[config.mk]
export PLATFORM = sky130hd
export DESIGN_NAME = seven_segment_number_scanner_unit
export DESIGN_NICKNAME = d
export VERILOG_FILES = /design/src/sssc_pkg.sv /design/src/sssc_dabble.sv /design/src/sssc_emit.sv /design/src/seven_segment_number_scanner_unit.sv
export SDC_FILE = /design/constraint.sdc
export NUM_CORES = 1
export LEC_CHECK = 0
export BUFFER_PORTS_ARGS = -buffer_cell sky130_fd_sc_hd__buf_4
export CORE_MARGIN = 1.5
export CORE_UTILIZATION = 42
export CTS_BUF_LIST = sky130_fd_sc_hd__clkbuf_4 sky130_fd_sc_hd__clkbuf_8 sky130_fd_sc_hd__clkbuf_16
export DETAILED_ROUTE_END_ITERATION = 10
export SETUP_SLACK_MARGIN = 0.02
export SYNTH_ARGS = -nofsm -noshare
export SYNTH_HDL_FRONTEND = slang
export SYNTH_SLANG_ARGS = --single-unit
export TNS_END_PERCENT = 20
[constraint.sdc]
create_clock -name i_clk -period 4.1 [get_ports i_clk]
set_input_delay 0.82 -clock i_clk [delete_from_list [all_inputs] [get_ports i_clk]]
set_output_delay 0.82 -clock i_clk [all_outputs]
set_load 0.005 [all_outputs]
[src/sssc_pkg.sv]
// Shared types, constants and the segment table of the seven-segment number scanner.
// No dependencies; every other file of the block refers to this package by scoped names.
`default_nettype none

package sssc_pkg;

    // Magnitude width and the BCD digits needed to hold it
    localparam int MAG_W      = 32;
    localparam int BCD_DIGITS = 10;
    localparam int BCD_W      = 4 * BCD_DIGITS;
    localparam int CNT_W      = $clog2(MAG_W + 1);
    localparam int ND_W       = 4;

    localparam int DIGITS_DEFAULT = 4;

    // Configuration register indexes
    localparam logic [1:0] CFG_COMMON_CATHODE    = 2'd0;
    localparam logic [1:0] CFG_DRIVE_ACTIVE_HIGH = 2'd1;
    localparam logic [1:0] CFG_DECIMALS          = 2'd2;

    localparam logic [7:0] SEG_MINUS = 8'h40;
    localparam logic [7:0] SEG_POINT = 8'h80;
    localparam logic [7:0] SEG_DARK  = 8'h00;

    typedef enum logic [1:0] {
        ST_IDLE,
        ST_CONV,
        ST_EMIT
    } t_state;

    // Per-frame facts handed from the control to the emitter
    typedef struct packed {
        logic            neg;
        logic            fits;
        logic [ND_W-1:0] nd;
        logic [1:0]      dec;
    } t_frame;

    function automatic logic [7:0] seg_of_digit(input logic [3:0] digit);
        logic [7:0] seg;
        case (digit)
            4'd0:    seg = 8'h3F;
            4'd1:    seg = 8'h06;
            4'd2:    seg = 8'h5B;
            4'd3:    seg = 8'h4F;
            4'd4:    seg = 8'h66;
            4'd5:    seg = 8'h6D;
            4'd6:    seg = 8'h7D;
            4'd7:    seg = 8'h07;
            4'd8:    seg = 8'h7F;
            4'd9:    seg = 8'h67;
            default: seg = 8'h00;
        endcase
        return seg;
    endfunction

endpackage

`default_nettype wire

[src/sssc_dabble.sv]
// Bit-serial binary to BCD converter (shift and add-3), one magnitude bit per cycle.
// Depends on sssc_pkg.
`default_nettype none

module sssc_dabble (
    input  wire logic                        i_clk,
    input  wire logic                        i_rst_n,
    input  wire logic                        i_start,
    input  wire logic [sssc_pkg::MAG_W-1:0]  i_mag,
    output logic                             o_done,
    output logic [sssc_pkg::BCD_W-1:0]       o_bcd
);

    logic [sssc_pkg::MAG_W-1:0] r_bin;
    logic [sssc_pkg::BCD_W-1:0] r_bcd;
    logic [sssc_pkg::CNT_W-1:0] r_cnt;
    logic                       r_busy;
    logic                       r_done;
    logic [sssc_pkg::BCD_W-1:0] adj;

    // Add 3 to every digit of 5 or more before the shift
    always_comb begin
        for (int k = 0; k < sssc_pkg::BCD_DIGITS; k++) begin
            if (r_bcd[4*k +: 4] >= 4'd5) begin
                adj[4*k +: 4] = r_bcd[4*k +: 4] + 4'd3;
            end else begin
                adj[4*k +: 4] = r_bcd[4*k +: 4];
            end
        end
    end

    always_ff @(posedge i_clk) begin
        if (!i_rst_n) begin
            r_busy <= 1'b0;
            r_done <= 1'b0;
            r_cnt  <= '0;
        end else begin
            r_done <= r_busy && (r_cnt == sssc_pkg::CNT_W'(1));
            if (i_start) begin
                r_busy <= 1'b1;
                r_cnt  <= sssc_pkg::CNT_W'(sssc_pkg::MAG_W);
            end else if (r_busy) begin
                r_cnt <= r_cnt - sssc_pkg::CNT_W'(1);
                if (r_cnt == sssc_pkg::CNT_W'(1)) begin
                    r_busy <= 1'b0;
                end
            end
        end
    end

    always_ff @(posedge i_clk) begin
        if (i_start) begin
            r_bin <= i_mag;
            r_bcd <= '0;
        end else if (r_busy) begin
            r_bin <= {r_bin[sssc_pkg::MAG_W-2:0], 1'b0};
            r_bcd <= {adj[sssc_pkg::BCD_W-2:0], r_bin[sssc_pkg::MAG_W-1]};
        end
    end

    assign o_done = r_done;
    assign o_bcd  = r_bcd;

endmodule

`default_nettype wire

[src/sssc_emit.sv]
// Frame emitter: shifts out one BCD digit per result and forms the scan result.
// Depends on sssc_pkg.
`default_nettype none

module sssc_emit #(
    parameter int DIGITS = sssc_pkg::DIGITS_DEFAULT
) (
    input  wire logic                  i_clk,
    input  wire logic                  i_rst_n,
    input  wire logic                  i_load,
    input  wire sssc_pkg::t_frame      i_frame,
    input  wire logic [4*DIGITS-1:0]   i_digits,
    input  wire logic                  i_common_cathode,
    input  wire logic                  i_drive_active_high,
    input  wire logic                  i_ready,
    output logic                       o_valid,
    output logic [1:0]                 o_position,
    output logic [7:0]                 o_segments,
    output logic                       o_digit_drive,
    output logic                       o_lit,
    output logic                       o_overflow,
    output logic                       o_last,
    output logic                       o_done
);

    localparam int PW = $clog2(DIGITS);

    logic                 r_valid;
    logic [PW-1:0]        r_pos;
    logic [4*DIGITS-1:0]  r_digits;
    sssc_pkg::t_frame     r_frame;
    logic                 last;
    logic                 take;
    logic [sssc_pkg::ND_W-1:0] pos_w;
    logic [7:0]           seg_raw;
    logic                 lit;

    assign last  = (r_pos == PW'(DIGITS - 1));
    assign take  = r_valid && i_ready;
    assign pos_w = sssc_pkg::ND_W'(r_pos);

    always_ff @(posedge i_clk) begin
        if (!i_rst_n) begin
            r_valid <= 1'b0;
            r_pos   <= '0;
        end else if (i_load) begin
            r_valid <= 1'b1;
            r_pos   <= '0;
        end else if (take) begin
            r_pos <= r_pos + PW'(1);
            if (last) begin
                r_valid <= 1'b0;
            end
        end
    end

    always_ff @(posedge i_clk) begin
        if (i_load) begin
            r_digits <= i_digits;
            r_frame  <= i_frame;
        end else if (take) begin
            r_digits <= r_digits >> 4;
        end
    end

    always_comb begin
        if (!r_frame.fits) begin
            seg_raw = sssc_pkg::SEG_MINUS;
            lit     = 1'b1;
        end else if (pos_w < r_frame.nd) begin
            seg_raw = sssc_pkg::seg_of_digit(r_digits[3:0]);
            if ((r_frame.dec != 2'd0) && (pos_w == sssc_pkg::ND_W'(r_frame.dec))) begin
                seg_raw = seg_raw | sssc_pkg::SEG_POINT;
            end
            lit = 1'b1;
        end else if (r_frame.neg && (pos_w == r_frame.nd)) begin
            seg_raw = sssc_pkg::SEG_MINUS;
            lit     = 1'b1;
        end else begin
            seg_raw = sssc_pkg::SEG_DARK;
            lit     = 1'b0;
        end
    end

    assign o_valid       = r_valid;
    assign o_position    = 2'(r_pos);
    assign o_segments    = i_common_cathode ? seg_raw : ~seg_raw;
    assign o_digit_drive = lit ? i_drive_active_high : ~i_drive_active_high;
    assign o_lit         = lit;
    assign o_overflow    = ~r_frame.fits;
    assign o_last        = last;
    assign o_done        = take && last;

endmodule

`default_nettype wire

[src/seven_segment_number_scanner_unit.sv]
// Top level of the seven-segment number scanner: control, configuration, converter, emitter.
// Depends on sssc_pkg, sssc_dabble and sssc_emit.
//
//  channel  | handshake          | payload
//  ---------+--------------------+-----------------------------------------------------
//  input    | i_valid / o_ready  | i_value (signed 32)
//  output   | o_valid / i_ready  | o_position, o_segments, o_digit_drive, o_lit,
//           |                    | o_overflow, o_last
//  config   | i_cfg_we           | i_cfg_index, i_cfg_data
//
// An item first goes through the bit-serial shift-and-add-3 converter, one magnitude bit
// per cycle; its frame then shows one result per cycle while the sink is ready.
// Reset (synchronous, active low) empties the pipeline and loads the register defaults:
// common cathode, digit drive active low, no decimals.
// A stalled sink holds the current result; a new item is taken only once the frame
// of the previous item has been fully delivered.
`default_nettype none

module seven_segment_number_scanner_unit #(
    parameter int DIGITS = sssc_pkg::DIGITS_DEFAULT
) (
    input  wire logic                i_clk,
    input  wire logic                i_rst_n,
    // input items
    input  wire logic                i_valid,
    output logic                     o_ready,
    input  wire logic signed [31:0]  i_value,
    // result items
    output logic                     o_valid,
    input  wire logic                i_ready,
    output logic [1:0]               o_position,
    output logic [7:0]               o_segments,
    output logic                     o_digit_drive,
    output logic                     o_lit,
    output logic                     o_overflow,
    output logic                     o_last,
    // configuration writes
    input  wire logic                i_cfg_we,
    input  wire logic [1:0]          i_cfg_index,
    input  wire logic [1:0]          i_cfg_data
);

    localparam int DMAX = DIGITS - 1;

    sssc_pkg::t_state r_state;
    sssc_pkg::t_state n_state;

    logic       r_common_cathode;
    logic       r_drive_active_high;
    logic [1:0] r_decimals;
    logic       r_neg;

    logic                             accept;
    logic                             load;
    logic                             conv_done;
    logic                             frame_done;
    logic [sssc_pkg::MAG_W-1:0]       mag;
    logic [sssc_pkg::BCD_W-1:0]       bcd;
    logic [sssc_pkg::ND_W-1:0]        nd;
    logic [sssc_pkg::ND_W-1:0]        nd_eff;
    logic [1:0]                       dec_sat;
    sssc_pkg::t_frame                 frame;

    assign accept = i_valid && o_ready;

    // Magnitude of the two's complement input; the most negative value maps to 2^31
    assign mag = i_value[31] ? (~i_value + 32'd1) : i_value;

    // Configuration registers; writes to an unused index are dropped
    always_ff @(posedge i_clk) begin
        if (!i_rst_n) begin
            r_common_cathode    <= 1'b1;
            r_drive_active_high <= 1'b0;
            r_decimals          <= 2'd0;
        end else if (i_cfg_we) begin
            case (i_cfg_index)
                sssc_pkg::CFG_COMMON_CATHODE:    r_common_cathode    <= i_cfg_data[0];
                sssc_pkg::CFG_DRIVE_ACTIVE_HIGH: r_drive_active_high <= i_cfg_data[0];
                sssc_pkg::CFG_DECIMALS:          r_decimals          <= i_cfg_data;
                default: ;
            endcase
        end
    end

    // Hold the sign of the item under conversion
    always_ff @(posedge i_clk) begin
        if (accept) begin
            r_neg <= i_value[31];
        end
    end

    always_ff @(posedge i_clk) begin
        if (!i_rst_n) begin
            r_state <= sssc_pkg::ST_IDLE;
        end else begin
            r_state <= n_state;
        end
    end

    always_comb begin
        n_state = r_state;
        case (r_state)
            sssc_pkg::ST_IDLE: if (accept)     n_state = sssc_pkg::ST_CONV;
            sssc_pkg::ST_CONV: if (conv_done)  n_state = sssc_pkg::ST_EMIT;
            sssc_pkg::ST_EMIT: if (frame_done) n_state = sssc_pkg::ST_IDLE;
            default:                           n_state = sssc_pkg::ST_IDLE;
        endcase
    end

    always_comb begin
        o_ready = 1'b0;
        load    = 1'b0;
        case (r_state)
            sssc_pkg::ST_IDLE: o_ready = 1'b1;
            sssc_pkg::ST_CONV: load    = conv_done;
            sssc_pkg::ST_EMIT: ;
            default: ;
        endcase
    end

    sssc_dabble u_dabble (
        .i_clk   (i_clk),
        .i_rst_n (i_rst_n),
        .i_start (accept),
        .i_mag   (mag),
        .o_done  (conv_done),
        .o_bcd   (bcd)
    );

    // Count the decimal digits: top nonzero BCD digit, at least one
    always_comb begin
        nd = sssc_pkg::ND_W'(1);
        for (int k = 1; k < sssc_pkg::BCD_DIGITS; k++) begin
            if (bcd[4*k +: 4] != 4'd0) begin
                nd = sssc_pkg::ND_W'(k + 1);
            end
        end
    end

    // Clamp decimals to the display, then force a leading zero before the point
    assign dec_sat = (32'(r_decimals) > DMAX) ? 2'(DMAX) : r_decimals;
    assign nd_eff  = (nd < (sssc_pkg::ND_W'(dec_sat) + sssc_pkg::ND_W'(1)))
                   ? (sssc_pkg::ND_W'(dec_sat) + sssc_pkg::ND_W'(1)) : nd;

    always_comb begin
        frame.neg  = r_neg;
        frame.nd   = nd_eff;
        frame.dec  = dec_sat;
        frame.fits = (5'(nd_eff) + 5'(r_neg)) <= 5'(DIGITS);
    end

    sssc_emit #(
        .DIGITS (DIGITS)
    ) u_emit (
        .i_clk               (i_clk),
        .i_rst_n             (i_rst_n),
        .i_load              (load),
        .i_frame             (frame),
        .i_digits            (bcd[4*DIGITS-1:0]),
        .i_common_cathode    (r_common_cathode),
        .i_drive_active_high (r_drive_active_high),
        .i_ready             (i_ready),
        .o_valid             (o_valid),
        .o_position          (o_position),
        .o_segments          (o_segments),
        .o_digit_drive       (o_digit_drive),
        .o_lit               (o_lit),
        .o_overflow          (o_overflow),
        .o_last              (o_last),
        .o_done              (frame_done)
    );

    // Results appear only while a frame is being emitted
    a_valid_in_emit: assert property (@(posedge i_clk) disable iff (!i_rst_n)
        o_valid |-> (r_state == sssc_pkg::ST_EMIT))
        else $error("result valid outside of frame emission");

    // The converter finishes only while the control waits for it
    a_done_in_conv: assert property (@(posedge i_clk) disable iff (!i_rst_n)
        conv_done |-> (r_state == sssc_pkg::ST_CONV))
        else $error("converter finished outside of conversion");

    // Delivering the last result of a frame ends the frame
    a_last_ends: assert property (@(posedge i_clk) disable iff (!i_rst_n)
        (o_valid && i_ready && o_last) |=> (!o_valid && o_ready))
        else $error("frame did not end after its last result");

    // An overflowing frame lights every position
    a_ovf_lit: assert property (@(posedge i_clk) disable iff (!i_rst_n)
        (o_valid && o_overflow) |-> o_lit)
        else $error("overflow result not lit");

endmodule

`default_nettype wire

## After elaboration in Yosys (flattened, before gate mapping)

Memories as Yosys holds them, arrays and structs flattened. A register that Yosys moved wholly into a read port is not among the register bits.
Index checks and enable logic that the tools add are counted.
W data, S select, Z words.

| operators by class | value |
|---|---|
| add/subtract/negate cells | 15 |
| eq/ne operators | 11 |
| magnitude comparators | 13 |
| bitwise gates (word level) | 5 |
| multiplexer cells | 49 |
| reduce and logical (&&, ||, !) cells | 28 |

Operators by type and width:

| kind | count |
|---|---|
| $mux W32 | 3 |
| $mux W4 | 19 |
| $ge A4 B3 Y1 const B | 10 |
| $add A4 B2 Y4 const B | 9 |
| $reduce_bool A4 Y1 | 9 |
| $add A32 B1 Y32 const B | 1 |
| $mux W16 | 2 |
| $mux W8 | 4 |
| $not A32 Y32 | 1 |
| $mux W1 | 12 |
| $mux W6 | 2 |
| $mux W2 | 4 |
| $not A8 Y8 | 1 |
| $reduce_and A2 Y1 | 4 |
| $reduce_bool A2 Y1 | 4 |
| $mux W7 | 1 |
| $eq A2 B2 Y1 const B | 3 |
| $eq A6 B1 Y1 const B | 1 |
| $logic_and A1 B1 Y1 | 6 |
| $pmux W2 S3 | 1 |
| $sub A6 B1 Y6 const B | 1 |
| $add A4 B1 Y5 | 1 |
| $le A5 B3 Y1 const B | 1 |
| $eq A2 B1 Y1 const B | 2 |
| other kinds (14) | 19 |

| storage, ports and cells | value |
|---|---|
| bits in registers | 114 |
| memory bits (read-only) | 112 |
| output and inout bits | 16 |
| memories | 1 |
| bits of input ports | 41 |

Memory list:

| memory | words | width | read ports | clocked after Yosys merged registers in | write ports | line | text |
|---|---|---|---|---|---|---|---|
| (name not given) | 16 | 7 | 1 | 1 | 0 | sssc_pkg.sv:41 | `case (digit)` |

## Depth between registers and ports, before layout

Gate-level depths: netlist (run 1).

| depth | value |
|---|---|
| depth after elaboration | 14 |
| mapped depth | 16 |

## By module

Synthesis (run 1) repeated with hierarchy kept, for this count alone.

| second synthesis, totals | value |
|---|---|
| cells, all modules | 724 |
| area total of the unflattened synthesis | 7148.1 µm² |

By module, submodules not included:

| module | instances | area an instance (µm²) | cells an instance | seq. area each (µm²) |
|---|---|---|---|---|
| sssc_dabble | 1 | 4103.9 | 413 | 1921.8 |
| sssc_emit | 1 | 1734.2 | 146 | 920.9 |
| seven_segment_number_scanner_unit | 1 | 1310.0 | 165 | 150.1 |

## Least setup slack after synthesis (run 1)

OpenSTA, ideal clock, no wires.

| timing | value |
|---|---|
| kind | reg2reg |
| start point | register u_dabble.r_bcd, in the netlist u_dabble.o_bcd[12] |
| end point | register u_emit.r_frame[6] (netlist name) (data pin) |
| data required time | 3943 ps |
| path slack | 471 ps |
| stages on the path, launching flop included | 17 |
| period minus slack after synthesis | 3629 ps |
| arrival time | 3473 ps |
| path buffers | 0 |
| cells stage by stage | dfxtp_1 -> inv_1 -> ha_1 -> or3b_2 -> nor2_1 -> a21oi_1 -> o21ai_0 -> ha_1 -> a21o_1 -> nand2_1 -> nand2_1 -> a31oi_1 -> mux2i_1 -> ha_1 -> ha_1 -> or4_1 -> a32oi_1 |

RTL lines:

| element | line | text |
|---|---|---|
| start: declaration | sssc_dabble.sv:15 | `logic [sssc_pkg::BCD_W-1:0] r_bcd;` |
| start signal: assignment | sssc_dabble.sv:57 | `r_bcd <= {adj[sssc_pkg::BCD_W-2:0], r_bin[sssc_pkg::MAG_W-1]};` |
| end signal: assignment | sssc_emit.sv:60 | `r_frame <= i_frame;` |
| end: declaration | sssc_emit.sv:31 | `sssc_pkg::t_frame r_frame;` |

==> impl_metrics.ini, run 1 <==
[placed_design]
place_hpwl_um = 9790
io_buffers = 56
gp_congestion = 0.931

[clocking]
cts_buffer_depth = 2
cts_tree = done
cts_root_buffer = clkbuf_16
h-tree-depth = 4
cts_buffers = 17
clock_sinks = 121
clkLatencyLatePin_ps = 420
path_clk_slew_ps = 50

[worst_setup_path]
critPathArrivalTime_ps = 4160
reg2reg_slack_ps = 200
worst_setup_path_start_kind = flop
reg2reg_to = u_emit.r_frame[6]$_DFFE_PP_
required_ps = 4360
critical_path_class = flop to flop
critPathMaxFanout = 4
reg2regPathDepth = 16
end_kind = flop
reg2reg_from = u_dabble.o_bcd[12]$_SDFFE_PP0P_

[routing]
antenna_left = 0
drc = 0
wl_um = 13900
drt_iter0_drc = 316
num_vias = 5316
drt-wirelength-per-cell_um = 13.6
dr.pass1.iters = 5
vias_per_cell = 5.18

[power]
p_leak_nw = 3.24
pwr_density_cell_nw_per_um2 = 388
ir_worst_vdd_uv = 295

[synth]
synth-edff-count = 57
yosys.area.top_type = edfxtp_1
seq_area_frac_synth_pct = 44.2
yosysTopAreaCellShare_pct = 25.3
synthCells = 742
synth_cell_type_count = 54
synthesis.nets = 820
async_reset_ff_share_pct = 0
ys.flop_type = dfxtp_1
syn_area_per_cell_sq_um = 9.12
yosys_warnings = 0
synth_seq_cells = 121
synth_common_cells = nand2_1 (104), o21ai_0 (66), dfxtp_1 (64)
yosysMostFrequentCell = nand2_1
synth_area_leaders = edfxtp_1 (25%), dfxtp_1 (19%), ha_1 (6.8%), xor2_1 (6.2%), nand2_1 (5.8%)
synth.cell_area_sq_um = 6770

[floorplan]
num_rows = 46
io_pins = 57
core_area_sq_um = 15800
die_h_um = 130
dieArea_sq_um = 16900
die_w_um = 130
initial_core_util_pct = 42.8

[worst_hold_path]
hold_class = flop to flop
holdPathStages = 1
hold_end = r_state[0]$_SDFFE_PN0P_
min_from = r_state[1]$_SDFFE_PN0P_

[global_route]
grt_max_degree = 60
antenna_found_initial = 0
grt_usage_pct = 17.6
grt_pass1_wl_um = 23400
first_global_vias = 5054
gr-total-overflow = 0

[cells_and_area]
n_antenna_cell = 0
regArea_sq_um = 2990
nets = 875
drive_above_1_share_pct = 14.3
fillers = 1453
multi_input_area_sq_um = 3540
synthToLayoutAreaGrowth_pct = 19.0

[timing]
min_period_ps = 3900
fin_skew_ps = 18.4
rsz0062_at_grt = no
max-slew-margin-rel_pct = 33.1
fin_hold_ws_ps = 472
worstMarginPinSlew_ps = 1000
setup_viol = 0
drv_slew = 0
finalCritPeriodShare_pct = 95.1
timing.fmax_mhz = 257
timing.final.hold_violations = 0
fin_setup_tns_ps = 0

[run]
cap_violations = 0

[status]
status = completed
final cells by class:
cell class              count  share of cell area [%]
repair buffers             65                    6.06
flip-flops and latches    121                    37.2
inverters                  39                    1.82
clock buffers              24                    7.04
well taps                 216                    3.36
multi-input cells         553                    43.9
clock inverters             8                   0.622
metal layers:
metal  vias to the layer above  track usage, %  wire length, um
met4                         0            6.21              128
met1                      2502            21.5             6550
met5                         -               0                0
met3                        10            5.21              637
met2                       104            29.6             6600
li1                       2700               -                -
worst max path at each step:
stage,from,endpoint,depth (start not counted)
finish,u_dabble.o_bcd[12]$_SDFFE_PP0P_,u_emit.r_frame[6]$_DFFE_PP_,16
global route,u_dabble.o_bcd[12]$_SDFFE_PP0P_,u_emit.r_frame[6]$_DFFE_PP_,16
CTS,u_dabble.o_bcd[12]$_SDFFE_PP0P_,u_emit.r_frame[6]$_DFFE_PP_,16
detailed placement,u_dabble.o_bcd[12]$_SDFFE_PP0P_,u_emit.r_frame[6]$_DFFE_PP_,16
global placement,u_dabble.o_bcd[12]$_SDFFE_PP0P_,u_emit.r_frame[6]$_DFFE_PP_,16
floorplan,u_dabble.o_bcd[12]$_SDFFE_PP0P_,u_emit.r_frame[6]$_DFFE_PP_,16
report_power, final:
part,internal (mW),switching (mW),total (mW)
registers,1.34,0.0259,1.36
logic,0.110,0.157,0.267
clock network,0.962,0.535,1.50
logic make-up after synthesis:
| logic type | Yosys count | share of synthesized area (%) |
|---|---|---|
| xor gates and xnor gates | 64 | 8.28 |
| muxes | 23 | 3.42 |
| adders and majority gates | 37 | 6.84 |
| and+or+nand+nor | 256 | 17.8 |
| buffers and inverters | 68 | 3.90 |
| AOI/OAI and AO/OA | 173 | 15.5 |
| DFF | 121 | 44.2 |
placed cells by master (no fill, tap or decap), types with 4 or more instances in the layout:
cell type    n
a21oi_1     54
a31oi_1      4
and2_1       4
buf_4       65
clkbuf_16   21
clkinv_2     4
dfxtp_1     64
edfxtp_1    57
ha_1        36
inv_1       39
mux2i_1     22
nand2_1    104
nand2b_1    10
nand3_1     20
nand3b_1     4
nor2_1      58
nor2b_1      6
nor3_1      12
nor3b_1      5
nor4_1       4
o21ai_0     65
o21ai_1     12
o31ai_1     12
or3_1        7
or4_1        5
xnor2_1     16
xor2_1      48
timing repair:
item / in CTS / in global routing
setup endpoints to repair: 0 / 1
hold buffers: 0 / 0
buffers inserted: 0 / 0
resized for setup: 0 / 7
flip-flops by register name (all words and copies together) (netlist names), named ones only:
signal and count:
r_drive_active_high 1, u_emit.r_frame 8, u_dabble.o_done 1, u_emit.o_valid 1, u_dabble.r_cnt 6, dec_sat 2, u_dabble.r_busy 1, u_dabble.r_bin 32
r_common_cathode 1, r_neg 1, r_state 2, u_emit.r_digits 16, u_emit.o_position 2, u_dabble.o_bcd 40
metrics by stage:
step / setup WS (ps) / utilization, % / total power, mW / instances / area, sq um
finish: 202 / 50.9 / 3.13 / 1026 / 8050
global route: 2.16 / 50.9 / 3.25 / 1026 / 8050
CTS: 71.3 / 50.7 / 3.16 / 1026 / 8030
detailed placement: 117 / 46.8 / 1.66 / 994 / 7410
global placement: 265 / 46.8 / 1.64 / 994 / 7410
floorplan: 471 / - / 1.55 / 742 / 6770
worst max-delay path, stage by stage, from the launching register on:
cell	delay, ps
dfxtp_1	330
inv_1	120
ha_2	210
or3b_2	490
nor2_2	160
a21oi_1	80
o21ai_1	170
ha_1	300
a21o_1	230
nand2_1	70
nand2_1	60
a31oi_2	200
mux2i_1	130
ha_1	240
ha_1	210
or4_1	530
a32oi_1	200
(Power assumes the default switching activity.)
==> run 2: changes to the inputs <==
--- a/config.mk
+++ b/config.mk
@@ -10,6 +10,7 @@
 export CORE_UTILIZATION = 42
 export CTS_BUF_LIST = sky130_fd_sc_hd__clkbuf_4 sky130_fd_sc_hd__clkbuf_8 sky130_fd_sc_hd__clkbuf_16
 export DETAILED_ROUTE_END_ITERATION = 10
+export PLACE_DENSITY = 0.68
 export SETUP_SLACK_MARGIN = 0.02
 export SYNTH_ARGS = -nofsm -noshare
 export SYNTH_HDL_FRONTEND = slang
==> run 2 against run 1 <==
Compared with the run above: sequential share of layout area grew 0.22 points; worst hold slack gained 8.8 ps; clock power is 3% lower; largest power group unchanged; final cell count about the same; setup slack improved by 66 ps; largest cell class unchanged; critical endpoint unchanged.
==> impl_metrics.ini, run 2 (synthesized netlist as in run 1, its figures left out) <==
[cells_and_area]
final_cell_mix = nand2_1 (104), o21ai_0 (65), buf_4 (65)
drive_above_1_share_pct = 13.7
nets = 875
layout_commonest_cell = nand2_1
largest_register_ffs = 40
synthToLayoutAreaGrowth_pct = 18.3
fillers = 1475

[run]
cap_violations = 0

[global_route]
grt_pass1_wl_um = 22600
antenna_found_initial = 1
grt_usage_pct = 17.0
gr-total-overflow = 0
grt_max_degree = 60
first_global_vias = 4896

[clocking]
holdBufCountCts = 0
cts_tree = done
path_clk_slew_ps = 50
cts_buffer_depth = 2
cts_buffers = 17
clkLatencyLatePin_ps = 410
post-cts-setup-buffers = 0
clock_sinks = 121
h-tree-depth = 4
cts_root_buffer = clkbuf_16

[floorplan]
die_w_um = 130
num_rows = 46
die_h_um = 130
initial_core_util_pct = 42.8
core_area_sq_um = 15800
dieArea_sq_um = 16900
io_pins = 57

[timing]
setup_viol = 0
rsz0062_at_grt = no
finalCritPeriodShare_pct = 93.5
drv_slew = 0
min_period_ps = 3830
timing.final.hold_violations = 0
timing.fmax_mhz = 261
fin_skew_ps = 7.68
max-slew-margin-rel_pct = 38.3
fin_setup_tns_ps = 0
fin_hold_ws_ps = 480
worstMarginPinSlew_ps = 925

[routing]
num_vias = 5095
drt-wirelength-per-cell_um = 12.8
dr.pass1.iters = 4
drc = 0
antenna_left = 0
vias_per_cell = 4.96
drt_iter0_drc = 347
wl_um = 13200

[worst_setup_path]
worst_setup_path_start_kind = flop
critPathMaxFanout = 4
critPathArrivalTime_ps = 4080
required_ps = 4350
critical_path_class = flop to flop
end_kind = flop

[power]
ir_worst_vdd_uv = 268
pwr_density_cell_nw_per_um2 = 385
p_leak_nw = 3.21

[placed_design]
io_buffers = 56
gp_congestion = 0.809
place_hpwl_um = 9050

[worst_hold_path]
hold_class = flop to flop

[status]
status = completed
## run 2: cell count changes in the layout (fill, tap and decap cells not counted), sizes merged
cell      change
bufinv        +2
clkinvlp      -1
diode         +1
inv           -1
## run 2: layout make-up
| type | instances | area, sq um | area share (%) |
|---|---|---|---|
| diodes | 1 | 2.50 | 0.0313 |
| clock buffers | 24 | 484 | 6.05 |
| clock inverters | 8 | 97.6 | 1.22 |
| inverters | 39 | 146 | 1.83 |
| multi-input cells | 553 | 3520 | 44.0 |
| flip-flops and latches | 121 | 2990 | 37.4 |
| well taps | 216 | 270 | 3.38 |
| repair buffers | 65 | 488 | 6.10 |
## run 2: critical path, stage by stage, from the launching register on
cell and delay [ps]:
dfxtp_1 330, inv_1 110, ha_2 210, or3b_2 490, nor2_2 150, a21oi_1 80
o21ai_1 170, ha_1 290, a21o_1 220, nand2_1 70, nand2_1 60, a31oi_2 200
mux2i_1 120, ha_1 240, ha_1 200, or4_1 510, a32oi_1 200
## run 2: path summary, 6_finish.rpt
path                                                      start                         endpoint  slack (ps)  depth (start not counted)
worst max register to register  u_dabble.o_bcd[12]$_SDFFE_PP0P_      u_emit.r_frame[6]$_DFFE_PP_         270                         16
worst min-delay path            u_dabble.o_bcd[39]$_SDFFE_PP0P_  u_dabble.o_bcd[39]$_SDFFE_PP0P_         480                          2
worst max-delay path            u_dabble.o_bcd[12]$_SDFFE_PP0P_      u_emit.r_frame[6]$_DFFE_PP_         270                         16
worst min register to register  u_dabble.o_bcd[39]$_SDFFE_PP0P_  u_dabble.o_bcd[39]$_SDFFE_PP0P_         480                          2
## run 2: per-stage QoR
step	worst slack (ps)	cells	total power [mW]	area (sq um)	util (%)
after floorplan	471	742	1.55	6770	-
after detailed placement	170	994	1.65	7410	46.8
final	268	1027	3.08	8000	50.6
after global placement	257	994	1.65	7410	46.8
after global routing	23.6	1026	3.21	8000	50.6
after CTS	129	1026	3.12	7990	50.5
## run 2: what timing repair did
action	4_1_cts	5_1_grt
hold endpoints to repair	0	0
resized for setup	0	4
endpoints found under the setup margin	0	1
## run 2: per-layer routing
layer	vias up	track usage [%]	part of all wire (%)
li1	2711	-	-
met1	2310	20.8	48
met2	67	28.6	47
met3	7	4.55	3.5
met4	0	6.67	0.86
met5	-	0	0
## run 2: where the power goes
| part | total (mW) | switching, mW | internal (mW) |
|---|---|---|---|
| logic | 0.262 | 0.152 | 0.110 |
| clock network | 1.46 | 0.510 | 0.946 |
| registers | 1.36 | 0.0258 | 1.34 |
